--- config.mk ---
export PLATFORM = sky130hd
export DESIGN_NAME = key_matrix_emulator
export DESIGN_NICKNAME = d
export VERILOG_FILES = /design/src/rtl/kme_pkg.sv /design/src/rtl/key_matrix_emulator.sv /design/src/rtl/kme_scan_decode.sv /design/src/rtl/kme_matrix.sv
export SDC_FILE = /design/constraint.sdc
export NUM_CORES = 1
export LEC_CHECK = 0
export BUFFER_PORTS_ARGS = -buffer_cell sky130_fd_sc_hd__buf_4
export CAP_MARGIN = 20
export CORE_ASPECT_RATIO = 1.5
export CORE_UTILIZATION = 50
export DETAILED_ROUTE_END_ITERATION = 8
export PLACE_DENSITY = 0.67
export SLEW_MARGIN = 20
export SYNTH_ARGS = -nofsm -noshare
export SYNTH_HDL_FRONTEND = slang
export SYNTH_SLANG_ARGS = --single-unit
--- constraint.sdc ---
create_clock -name i_clk -period 5 [get_ports i_clk]
set_clock_uncertainty 0.05 [all_clocks]
set_input_delay 1 -clock i_clk [delete_from_list [all_inputs] [get_ports i_clk]]
set_output_delay 1 -clock i_clk [all_outputs]
set_load 0.01 [all_outputs]
--- src/rtl/kme_pkg.sv ---
// Shared types, codes and helper functions for the key matrix emulator.
// No dependencies; every other file in rtl imports this package.
`default_nettype none

package kme_pkg;

    localparam int unsigned NUM_ROWS  = 8;
    localparam int unsigned ROW_W     = 8;
    localparam int unsigned ROW_IDX_W = 3;

    // Request type codes; code 3 is ignored.
    localparam logic [1:0] REQ_SCAN  = 2'd0;
    localparam logic [1:0] REQ_KEY   = 2'd1;
    localparam logic [1:0] REQ_CLEAR = 2'd2;

    // Key action codes; code 3 behaves as hold.
    localparam logic [1:0] ACT_STOP    = 2'd0;
    localparam logic [1:0] ACT_HOLD    = 2'd1;
    localparam logic [1:0] ACT_TRIGGER = 2'd2;

    localparam logic [7:0]           LINES_WRAP = 8'b1000_0001;
    localparam logic [ROW_W-1:0]     POLY_BIT   = 8'h80;
    localparam logic [ROW_IDX_W-1:0] POLY_ROW   = 3'd7;

    typedef struct packed {
        logic [1:0] req_type;
        logic [7:0] scan_lines;
        logic [2:0] key_row;
        logic [7:0] key_mask;
        logic [1:0] key_action;
    } t_request;

    typedef struct packed {
        logic       drive_update;
        logic [7:0] drive_bits;
        logic [2:0] selected_row;
    } t_result;

    // Classification of one scan line pattern.
    typedef struct packed {
        logic                 any_line;
        logic                 narrow;
        logic                 single;
        logic [ROW_IDX_W-1:0] row;
    } t_scan_dec;

    function automatic logic [3:0] count_lines(input logic [7:0] v);
        logic [3:0] n;
        n = 4'd0;
        for (int i = 0; i < 8; i++) begin
            n = n + {3'd0, v[i]};
        end
        return n;
    endfunction

    function automatic logic [ROW_IDX_W-1:0] top_line(input logic [7:0] v);
        logic [ROW_IDX_W-1:0] top;
        top = '0;
        for (int i = 0; i < 8; i++) begin
            if (v[i]) begin
                top = ROW_IDX_W'(i);
            end
        end
        return top;
    endfunction

endpackage

`default_nettype wire

--- src/rtl/key_matrix_emulator.sv ---
// Top level of the key matrix emulator: request register, scan decoder,
// matrix state and result register. Depends on kme_pkg, kme_scan_decode, kme_matrix.
//
// Usage:
//   A request beat is taken at each rising edge with start high and busy
//   low. busy is always low, so one beat may be offered in every cycle.
//   Every request gives exactly one result beat: o_strobe is high for one
//   cycle with o_result valid. A beat taken is held in the request register,
//   worked out from the matrix state during the next cycle and registered in
//   the result register, which o_strobe then shows; one beat per cycle is
//   sustained.
//   The rate is set by the single read-modify-write of the row masks that
//   sits between the request register and the result register.
//   The receiver cannot stall: a result that is not taken in its strobe
//   cycle is gone.
//   i_cfg_we with i_cfg_wdata writes the polyphony bit, which is ORed into
//   bit 7 whenever row 7 is driven; write it only while no beat is in flight.
//   Synchronous reset clears all rows, trigger and release masks, the
//   polyphony bit and the pipeline valid flags.
`default_nettype none

module key_matrix_emulator (
    input  wire logic               i_clk,
    input  wire logic               i_rst_n,
    input  wire logic               start,
    output logic                    busy,
    input  wire kme_pkg::t_request  i_req,
    input  wire logic               i_cfg_we,
    input  wire logic               i_cfg_wdata,
    output logic                    o_strobe,
    output kme_pkg::t_result        o_result
);
    import kme_pkg::*;

    logic      r_poly;
    logic      r_req_valid;
    t_request  r_req;
    logic      r_out_valid;
    t_result   r_out;
    t_result   n_out;
    t_scan_dec w_dec;
    logic [7:0] w_row_bits;

    assign busy     = 1'b0;
    assign o_strobe = r_out_valid;
    assign o_result = r_out;

    kme_scan_decode u_decode (
        .i_lines (r_req.scan_lines),
        .o_dec   (w_dec)
    );

    kme_matrix u_matrix (
        .i_clk      (i_clk),
        .i_rst_n    (i_rst_n),
        .i_valid    (r_req_valid),
        .i_req      (r_req),
        .i_dec      (w_dec),
        .o_row_bits (w_row_bits)
    );

    always_comb begin
        n_out = '0;
        if ((r_req.req_type == REQ_SCAN) && w_dec.any_line) begin
            n_out.drive_update = 1'b1;
            // Three or more active lines pull every return line low.
            if (w_dec.narrow) begin
                n_out.drive_bits   = w_row_bits;
                n_out.selected_row = w_dec.row;
                if ((w_dec.row == POLY_ROW) && r_poly) begin
                    n_out.drive_bits = w_row_bits | POLY_BIT;
                end
            end
        end
    end

    always_ff @(posedge i_clk) begin
        if (!i_rst_n) begin
            r_poly      <= 1'b0;
            r_req_valid <= 1'b0;
            r_out_valid <= 1'b0;
        end else begin
            if (i_cfg_we) begin
                r_poly <= i_cfg_wdata;
            end
            r_req_valid <= start && !busy;
            r_out_valid <= r_req_valid;
        end
    end

    always_ff @(posedge i_clk) begin
        if (start && !busy) begin
            r_req <= i_req;
        end
        r_out <= n_out;
    end

endmodule

`default_nettype wire

--- src/rtl/kme_scan_decode.sv ---
// Scan line decoder: counts active lines and picks the row to drive.
// Depends on kme_pkg.
`default_nettype none

module kme_scan_decode (
    input  wire logic [7:0]        i_lines,
    output kme_pkg::t_scan_dec     o_dec
);
    import kme_pkg::*;

    logic [3:0] w_count;

    always_comb begin
        w_count        = count_lines(i_lines);
        o_dec.any_line = (i_lines != 8'd0);
        o_dec.narrow   = (w_count <= 4'd2);
        o_dec.single   = (w_count == 4'd1);
        // Lines 0 and 7 together wrap around to row 0.
        o_dec.row      = (i_lines == LINES_WRAP) ? '0 : top_line(i_lines);
    end

endmodule

`default_nettype wire

--- src/rtl/kme_matrix.sv ---
// Pressed, trigger and release masks for the eight rows, with their update
// on scan, key and clear beats. Depends on kme_pkg.
`default_nettype none

module kme_matrix (
    input  wire logic               i_clk,
    input  wire logic               i_rst_n,
    input  wire logic               i_valid,
    input  wire kme_pkg::t_request  i_req,
    input  wire kme_pkg::t_scan_dec i_dec,
    output logic [7:0]              o_row_bits
);
    import kme_pkg::*;

    logic [ROW_W-1:0] r_pressed [NUM_ROWS];
    logic [ROW_W-1:0] r_trigger [NUM_ROWS];
    logic [ROW_W-1:0] r_release [NUM_ROWS];
    logic [ROW_W-1:0] n_pressed [NUM_ROWS];
    logic [ROW_W-1:0] n_trigger [NUM_ROWS];
    logic [ROW_W-1:0] n_release [NUM_ROWS];

    logic w_is_scan;
    logic w_retire;

    assign w_is_scan  = (i_req.req_type == REQ_SCAN);
    // Only a scan with exactly one active line ages the trigger masks.
    assign w_retire   = i_valid && w_is_scan && i_dec.single;
    assign o_row_bits = r_pressed[i_dec.row];

    always_comb begin
        for (int r = 0; r < NUM_ROWS; r++) begin
            n_pressed[r] = r_pressed[r];
            n_trigger[r] = r_trigger[r];
            n_release[r] = r_release[r];
            if (w_retire && (i_dec.row == ROW_IDX_W'(r))) begin
                n_pressed[r] = r_pressed[r] & ~r_release[r];
                n_release[r] = r_trigger[r];
                n_trigger[r] = '0;
            end
            if (i_valid && (i_req.req_type == REQ_KEY) &&
                (i_req.key_row == ROW_IDX_W'(r))) begin
                if (i_req.key_action == ACT_STOP) begin
                    n_pressed[r] = r_pressed[r] & ~i_req.key_mask;
                end else begin
                    n_pressed[r] = r_pressed[r] | i_req.key_mask;
                    if (i_req.key_action == ACT_TRIGGER) begin
                        n_trigger[r] = r_trigger[r] | i_req.key_mask;
                    end
                end
            end
            if (i_valid && (i_req.req_type == REQ_CLEAR)) begin
                n_pressed[r] = '0;
            end
        end
    end

    always_ff @(posedge i_clk) begin
        for (int r = 0; r < NUM_ROWS; r++) begin
            if (!i_rst_n) begin
                r_pressed[r] <= '0;
                r_trigger[r] <= '0;
                r_release[r] <= '0;
            end else begin
                r_pressed[r] <= n_pressed[r];
                r_trigger[r] <= n_trigger[r];
                r_release[r] <= n_release[r];
            end
        end
    end

endmodule

`default_nettype wire

==> results.py, run 1 <==
metrics = {
    "drt": {
        "wl_per_cell_um": 20.0,
        "drtIter0Drc": 910,
        "drc": 0,
        "vias": 7882,
        "firstDrtPassIters": 7,
        "viasPerCell": 6.08,
        "drt_wl_total_mm": 25.9,
        "ant_nets": 0,
    },
    "floorplanning": {
        "start_util": 0.511,
        "die_w_um": 114,
        "core.rowCount": 61,
        "die_area_um2": 19500,
        "coreArea_um2": 18500,
        "die_h_um": 171,
        "pin_count": 42,
    },
    "finish": {
        "n_antenna_cell": 0,
        "regArea_um2": 4830,
        "multi_input_area_um2": 4220,
        "fillCellCount": 1671,
        "drive_above_1_share": 0.123,
        "area_growth_pct": 13.4,
        "fin_cells": 1297,
        "nets": 1068,
    },
    "worst_setup_path": {
        "ff2ff_setup_slack_ns": 0.45,
        "crit_slowest_cell": "or4b_1",
        "crit_arrival_ns": 4.90,
        "crit_type": "reg -> reg",
        "crit_top_cell": "fa_1",
        "cp_cell_sequence": "inv_1 -> ha_1 -> inv_1 -> fa_1 -> fa_1 -> fa_1 -> inv_1 -> fa_1 -> or4_1 -> or4b_1 -> nand2_2 -> nor2_1",
        "r2r_cells": 12,
        "crit-reg2reg-launch": "r_req[14]",
        "reg2reg_to": "u_matrix.r_trigger[0][23]",
        "cp.required_ns": 5.35,
        "critPathMaxStageDelay_ns": 0.81,
        "cp_max_fo": 9,
        "crit_path_end_kind": "flip-flop",
        "worstSetupStartpointType": "flip-flop",
    },
    "worst_hold_path": {
        "hold_class": "reg -> reg",
        "hp-start": "u_matrix.r_release[1][14]",
        "hold_depth": 1,
    },
    "sta": {
        "slew-limit-headroom": 0.301,
        "setup_tns_ns": 0,
        "rsz0062_at_grt": "no",
        "holdWs_ns": 0.362,
        "drv_slew": 0,
        "fin_crit_sh": 0.911,
        "finalSetupViolations": 0,
        "finalWorstSetupSlack_ns": 0.447,
        "max_freq_mhz": 220,
        "fin_crit_ns": 4.55,
        "worst_slew_pin_slew_ns": 1.04,
        "finalHoldViolations": 0,
    },
    "run_status": {
        "outcome": "complete, no violations",
    },
    "synthesis": {
        "yosysMostFrequentCell": "dfxtp_1",
        "synth-simple-area-share": 0.142,
        "yosys.cell_types.count": 62,
        "yosys_warnings": 0,
        "synthCells": 1014,
        "synth_xor_xnor_area_share": 0,
        "synth_edf_count": 23,
        "synthAdderAreaFrac": 0.0150,
        "yosysTopAreaCell": "dfxtp_1",
        "syn-num-nets": 1051,
        "ys_seq_area_frac": 0.510,
        "ys_top_cells_by_area": "dfxtp_1 (44%), a21oi_1 (9.2%), edfxtp_1 (7.3%), a311o_1 (5.4%), nand2_1 (3.8%)",
        "synth_ff_type": "dfxtp_1",
        "syn_area_um2": 9480,
        "synth-seq-cells": 230,
        "synth_common_cells": "dfxtp_1 (207), a21oi_1 (174), nand2_1 (95), nor2_1 (87), clkbuf_1 (53)",
        "synth_compound_area_frac": 0.250,
        "muxShareOfSynthArea": 0.0359,
        "avgSynthCellArea_um2": 9.35,
        "synth.top_cell.area_share": 0.437,
        "async_flop_share": 0,
        "synth_top_family_by_area": "compound AO/OA/AOI/OAI gates",
    },
    "placed_design": {
        "gp_congestion": 0.893,
        "dp_slack_ns": 0.439,
        "io_buffers": 40,
        "dp_cells": 1259,
        "hpwl_mm": 16.9,
    },
    "cts": {
        "cts_resized": 0,
        "ctsLongestPathBuffers": 3,
        "cts_root_buf": "clkbuf_16",
        "numCtsBuffers": 22,
        "clock-sinks": 230,
        "htree_levels": 1,
        "cts_hold_buf": 0,
        "clkTransAtPathRegs_ns": 0.06,
        "tritoncts": "yes",
        "post_cts_buffers": 0,
        "clock_insertion_delay_worst_skew_ns": 0.51,
    },
    "power_and_ir_drop": {
        "p_leak_nw": 3.88,
        "peakVddDrop_mv": 0.201,
        "fin_total_pwr_mw": 3.97,
        "p_per_area_nw_per_um2": 370,
    },
    "global_route": {
        "grt_max_degree": 57,
        "track_usage": 0.268,
        "overflow": 0,
        "grt_pass1_wl_mm": 40.6,
        "antenna_found_initial": 0,
        "grt_pass1_vias": 7232,
    },
    "flow_run": {
        "drv_cap": 0,
    },
}
-- through the flow --
stage | utilization | instance area (um^2)
floorplan | - | 9480
global placement | 0.539 | 9990
detailed placement | 0.539 | 10000
CTS | 0.579 | 10700
global route | 0.580 | 10700
finish | 0.580 | 10700
-- cell usage in the layout (no fill, tap or decap), types with 3 or more instances in the layout --
| cell | Yosys | layout |
|---|---|---|
| nand3_1 | 27 | 27 |
| nor2_2 | 5 | 6 |
| nand2_1 | 95 | 95 |
| edfxtp_1 | 23 | 23 |
| mux2i_1 | 34 | 34 |
| a2111oi_1 | 7 | 7 |
| nor2_1 | 87 | 85 |
| clkbuf_1 | 53 | 3 |
| inv_1 | 23 | 23 |
| a21oi_1 | 174 | 174 |
| a311o_1 | 51 | 51 |
| o21ai_0 | 47 | 47 |
| o2111ai_1 | 8 | 8 |
| clkinv_1 | 1 | 3 |
| nor3_1 | 17 | 17 |
| a32o_1 | 9 | 9 |
| fa_1 | 4 | 4 |
| a221oi_1 | 9 | 9 |
| a221o_1 | 14 | 14 |
| and2_1 | 10 | 10 |
| nand2b_1 | 5 | 5 |
| dfxtp_1 | 207 | 207 |
| or3_1 | 3 | 3 |
| and3_1 | 4 | 4 |
| clkbuf_16 | 0 | 25 |
| a211oi_1 | 3 | 3 |
| o211ai_1 | 16 | 16 |
| ha_1 | 5 | 5 |
| a21o_1 | 8 | 8 |
| clkinvlp_4 | 0 | 3 |
| buf_4 | 4 | 72 |
-- how the worst max path moves through the flow --
stage / from / end / slack, ns / depth (start not counted)
5_1_grt: r_req[14] / u_matrix.r_trigger[0][19] / 0.27 / 12
3_5_place_dp: r_req[14] / u_matrix.r_trigger[0][16] / 0.44 / 12
4_1_cts: r_req[14] / u_matrix.r_trigger[0][21] / 0.43 / 12
6_report: r_req[14] / u_matrix.r_trigger[0][23] / 0.45 / 12
3_3_place_gp: r_req[14] / u_matrix.r_trigger[0][22] / 0.56 / 12
2_1_floorplan: r_req[14] / u_matrix.r_release[0][23] / 0.89 / 13
-- cell type report --
class,instances,share of cell area
clock buffer,29,0.0605
clock inverter,9,0.00931
inverter,24,0.00838
multi-input combinational,681,0.392
sequential,230,0.450
tap,252,0.0293
timing repair buffer,72,0.0503
-- critical path: cells and delay by family (launching register included) --
kind | cells | cell delay [ns]
flip-flops | 1 | 0.40
buffers and inverters | 3 | 0.22
adder cells (fa/ha/maj) | 5 | 2.09
AND/OR/NAND/NOR | 4 | 1.68
-- routing by layer --
layer,vias to the layer above,share of wire,GRT usage
met5,-,0,0
met4,0,0.046,0.132
met3,66,0.058,0.0315
met2,303,0.47,0.442
met1,3761,0.42,0.347
li1,3752,-,-
-- kinds of logic after synthesis --
group,count (synthesis)
mux,34
flops,230
fa+ha+maj,9
simple gates,279
other cells,1
compound gates,358
buf+inv,103
-- report_power, final --
group	internal [mW]	switching [mW]
clock	1.02	0.708
combinational	0.101	0.233
sequential	1.89	0.0256
total	3.01	0.966
Power figures use the tool's default switching activity.
==> run 2: changes to the inputs <==
Settings changed: ABC_AREA set to 1.
==> run 2 against run 1 <==
The run now ends with DRC left. Count of clock-buffer cells in the layout down 2. Critical path depth up 7. Clock power down 2%. Wire length up 20%. Worst hold slack better by 0.039 ns. First-iteration DRC count up 14%. Synthesized cell count up 43%. Largest power group unchanged. Critical path type unchanged. Combinational power down 2%.
==> results.py, run 2 <==
metrics = {
    "drt": {
        "vias": 9759,
        "firstDrtPassIters": 7,
        "drt_wl_total_mm": 31.0,
        "drtIter0Drc": 1041,
        "ant_nets": 0,
        "wl_per_cell_um": 17.8,
        "drc": 1,
        "viasPerCell": 5.62,
    },
    "finish": {
        "fin_util": 0.567,
        "final_cell_mix": "nand2_1 (300), dfxtp_1 (207), o21ai_0 (177)",
        "area_growth_pct": 11.4,
        "n_antenna_cell": 0,
        "layout_commonest_cell": "nand2_1",
        "final_cell_area_um2": 11500,
        "fillCellCount": 1985,
        "drive_above_1_share": 0.0712,
        "nets": 1495,
        "fin_cells": 1738,
    },
    "placed_design": {
        "dp_cells": 1697,
        "io_buffers": 40,
        "gp_congestion": 0.896,
        "dp_slack_ns": 0.660,
        "placed_area_um2": 10800,
        "hpwl_mm": 20.9,
    },
    "cts": {
        "cts_root_buf": "clkbuf_16",
        "cts_resized": 0,
        "htree_levels": 1,
        "clock_insertion_delay_worst_skew_ns": 0.52,
        "ctsLongestPathBuffers": 3,
        "clock-sinks": 230,
        "numCtsBuffers": 23,
        "tritoncts": "yes",
        "clkTransAtPathRegs_ns": 0.06,
        "cts_hold_buf": 0,
        "post_cts_buffers": 0,
    },
    "floorplanning": {
        "die_w_um": 119,
        "pin_count": 42,
        "core.rowCount": 64,
        "start_util": 0.509,
        "die_h_um": 178,
        "coreArea_um2": 20300,
        "die_area_um2": 21300,
    },
    "run_status": {
        "violations": "DRC",
        "outcome": "finished with violations",
    },
    "worst_setup_path": {
        "cp.required_ns": 5.36,
        "worstSetupStartpointType": "flip-flop",
        "worst-path-buf-inv": 5,
        "crit_path_end_kind": "flip-flop",
        "ff2ff_setup_slack_ns": 0.60,
        "cp_max_fo": 18,
        "path_depth": 19,
        "crit_arrival_ns": 4.77,
        "cp_top_family": "adder cells",
        "cp_cell_sequence": "inv_1 -> ha_1 -> inv_1 -> fa_1 -> fa_1 -> fa_1 -> inv_1 -> fa_1 -> inv_1 -> nand3b_1 -> nor2_1 -> nand2_1 -> nor2_2 -> nand3_2 -> buf_4 -> nand2_1 -> nand4_1 -> nand2_1 -> nor2_1",
        "critPathMaxStageDelay_ns": 0.46,
        "crit_slowest_cell": "fa_1",
        "r2r_cells": 19,
        "crit_type": "reg -> reg",
        "crit-reg2reg-launch": "r_req[14]",
    },
    "synthesis": {
        "syn-num-nets": 1483,
        "syn_area_um2": 10300,
        "synth_edf_count": 23,
        "yosys.cell_types.count": 29,
        "synth_compound_area_frac": 0.183,
        "async_flop_share": 0,
        "synth_top_family_by_area": "simple AND/OR/NAND/NOR gates",
        "ys_top_cells_by_area": "dfxtp_1 (40%), nand2_1 (11%), o21ai_0 (8.6%), a21oi_1 (7.7%), edfxtp_1 (6.7%)",
        "yosys_warnings": 0,
        "ys_seq_area_frac": 0.467,
        "synth_ff_type": "dfxtp_1",
        "synth_common_cells": "nand2_1 (300), dfxtp_1 (207), o21ai_0 (177), inv_1 (166), a21oi_1 (160)",
        "synth_xor_xnor_area_share": 0,
        "muxShareOfSynthArea": 0,
        "synth-simple-area-share": 0.245,
        "avgSynthCellArea_um2": 7.16,
        "synth-seq-cells": 230,
        "synthCells": 1446,
        "synth.top_cell.area_share": 0.401,
        "yosysMostFrequentCell": "nand2_1",
        "yosysTopAreaCell": "dfxtp_1",
        "synthAdderAreaFrac": 0.0138,
    },
    "flow_run": {
        "drv_cap": 0,
    },
    "sta": {
        "setup_tns_ns": 0,
        "fin_crit_sh": 0.880,
        "finalHoldViolations": 0,
        "drv_slew": 0,
        "slew-limit-headroom": 0.253,
        "holdWs_ns": 0.401,
        "finalSetupViolations": 0,
        "rsz0062_at_grt": "no",
        "fin_crit_ns": 4.40,
        "max_freq_mhz": 227,
        "worst_slew_pin_slew_ns": 1.12,
        "finalWorstSetupSlack_ns": 0.599,
    },
    "worst_hold_path": {
        "min_to": "u_matrix.r_release[0][23]",
        "hp-start": "u_matrix.r_trigger[0][23]",
        "hold_depth": 2,
        "hold_class": "reg -> reg",
    },
    "global_route": {
        "grt_pass1_vias": 8987,
        "track_usage": 0.296,
        "grt_max_degree": 76,
        "overflow": 0,
        "antenna_found_initial": 0,
        "grt_pass1_wl_mm": 48.5,
    },
    "power_and_ir_drop": {
        "clkPwrFrac": 0.429,
        "p_sw_frac": 0.256,
        "p_sw_mw": 1.01,
        "pwr-share-seq": 0.488,
        "peakVddDrop_mv": 0.274,
        "p_leak_nw": 4.62,
        "combinationalPowerShare": 0.083,
        "fin_total_pwr_mw": 3.94,
        "power.internal_mw": 2.93,
        "p_per_area_nw_per_um2": 342,
    },
}
-- run 2: cell type report --
| class | instances | area, um^2 | area share |
|---|---|---|---|
| sequential | 230 | 4830 | 0.419 |
| timing repair buffer | 55 | 413 | 0.0358 |
| clock inverter | 14 | 130 | 0.0113 |
| inverter | 172 | 646 | 0.0560 |
| multi-input combinational | 976 | 4580 | 0.398 |
| clock buffer | 27 | 591 | 0.0512 |
| tap | 264 | 330 | 0.0287 |
-- run 2: logic make-up after synthesis --
| family | after synthesis |
|---|---|
| and+or+nand+nor | 602 |
| AOI/OAI and AO/OA | 364 |
| buffers and inverters | 240 |
| DFF | 230 |
| adders and majority gates | 9 |
| other | 1 |
-- run 2: worst min-delay path, cell delays in order (launching register included) --
cell     delay [ns]
dfxtp_1        0.30
inv_1          0.06
a21oi_1        0.05
-- run 2: routing by layer --
metal / vias up / track usage / share of wire
met5: - / 0 / 0
met4: 0 / 0.192 / 0.069
met3: 123 / 0.0435 / 0.067
met2: 382 / 0.498 / 0.47
met1: 4474 / 0.353 / 0.39
li1: 4780 / - / -
-- run 2: worst max path at each step --
| stage | start | end | slack (ns) |
|---|---|---|---|
| 2_1_floorplan | r_req[14] | flip-flop | 1.15 |
| 3_3_place_gp | r_req[14] | flip-flop | 0.80 |
| 3_5_place_dp | r_req[14] | flip-flop | 0.66 |
| 4_1_cts | r_req[14] | flip-flop | 0.65 |
| 5_1_grt | r_req[14] | flip-flop | 0.26 |
| 6_report | r_req[14] | flip-flop | 0.60 |
-- run 2: power groups by stage --
stage          sequential (mW)  combinational [mW]  clock [mW]
2_1_floorplan             1.95               0.196           0
3_3_place_gp              1.96               0.317           0
3_5_place_dp              1.96               0.320           0
4_1_cts                   1.92               0.321        1.71
5_1_grt                   1.93               0.357        1.78
6_report                  1.92               0.328        1.69
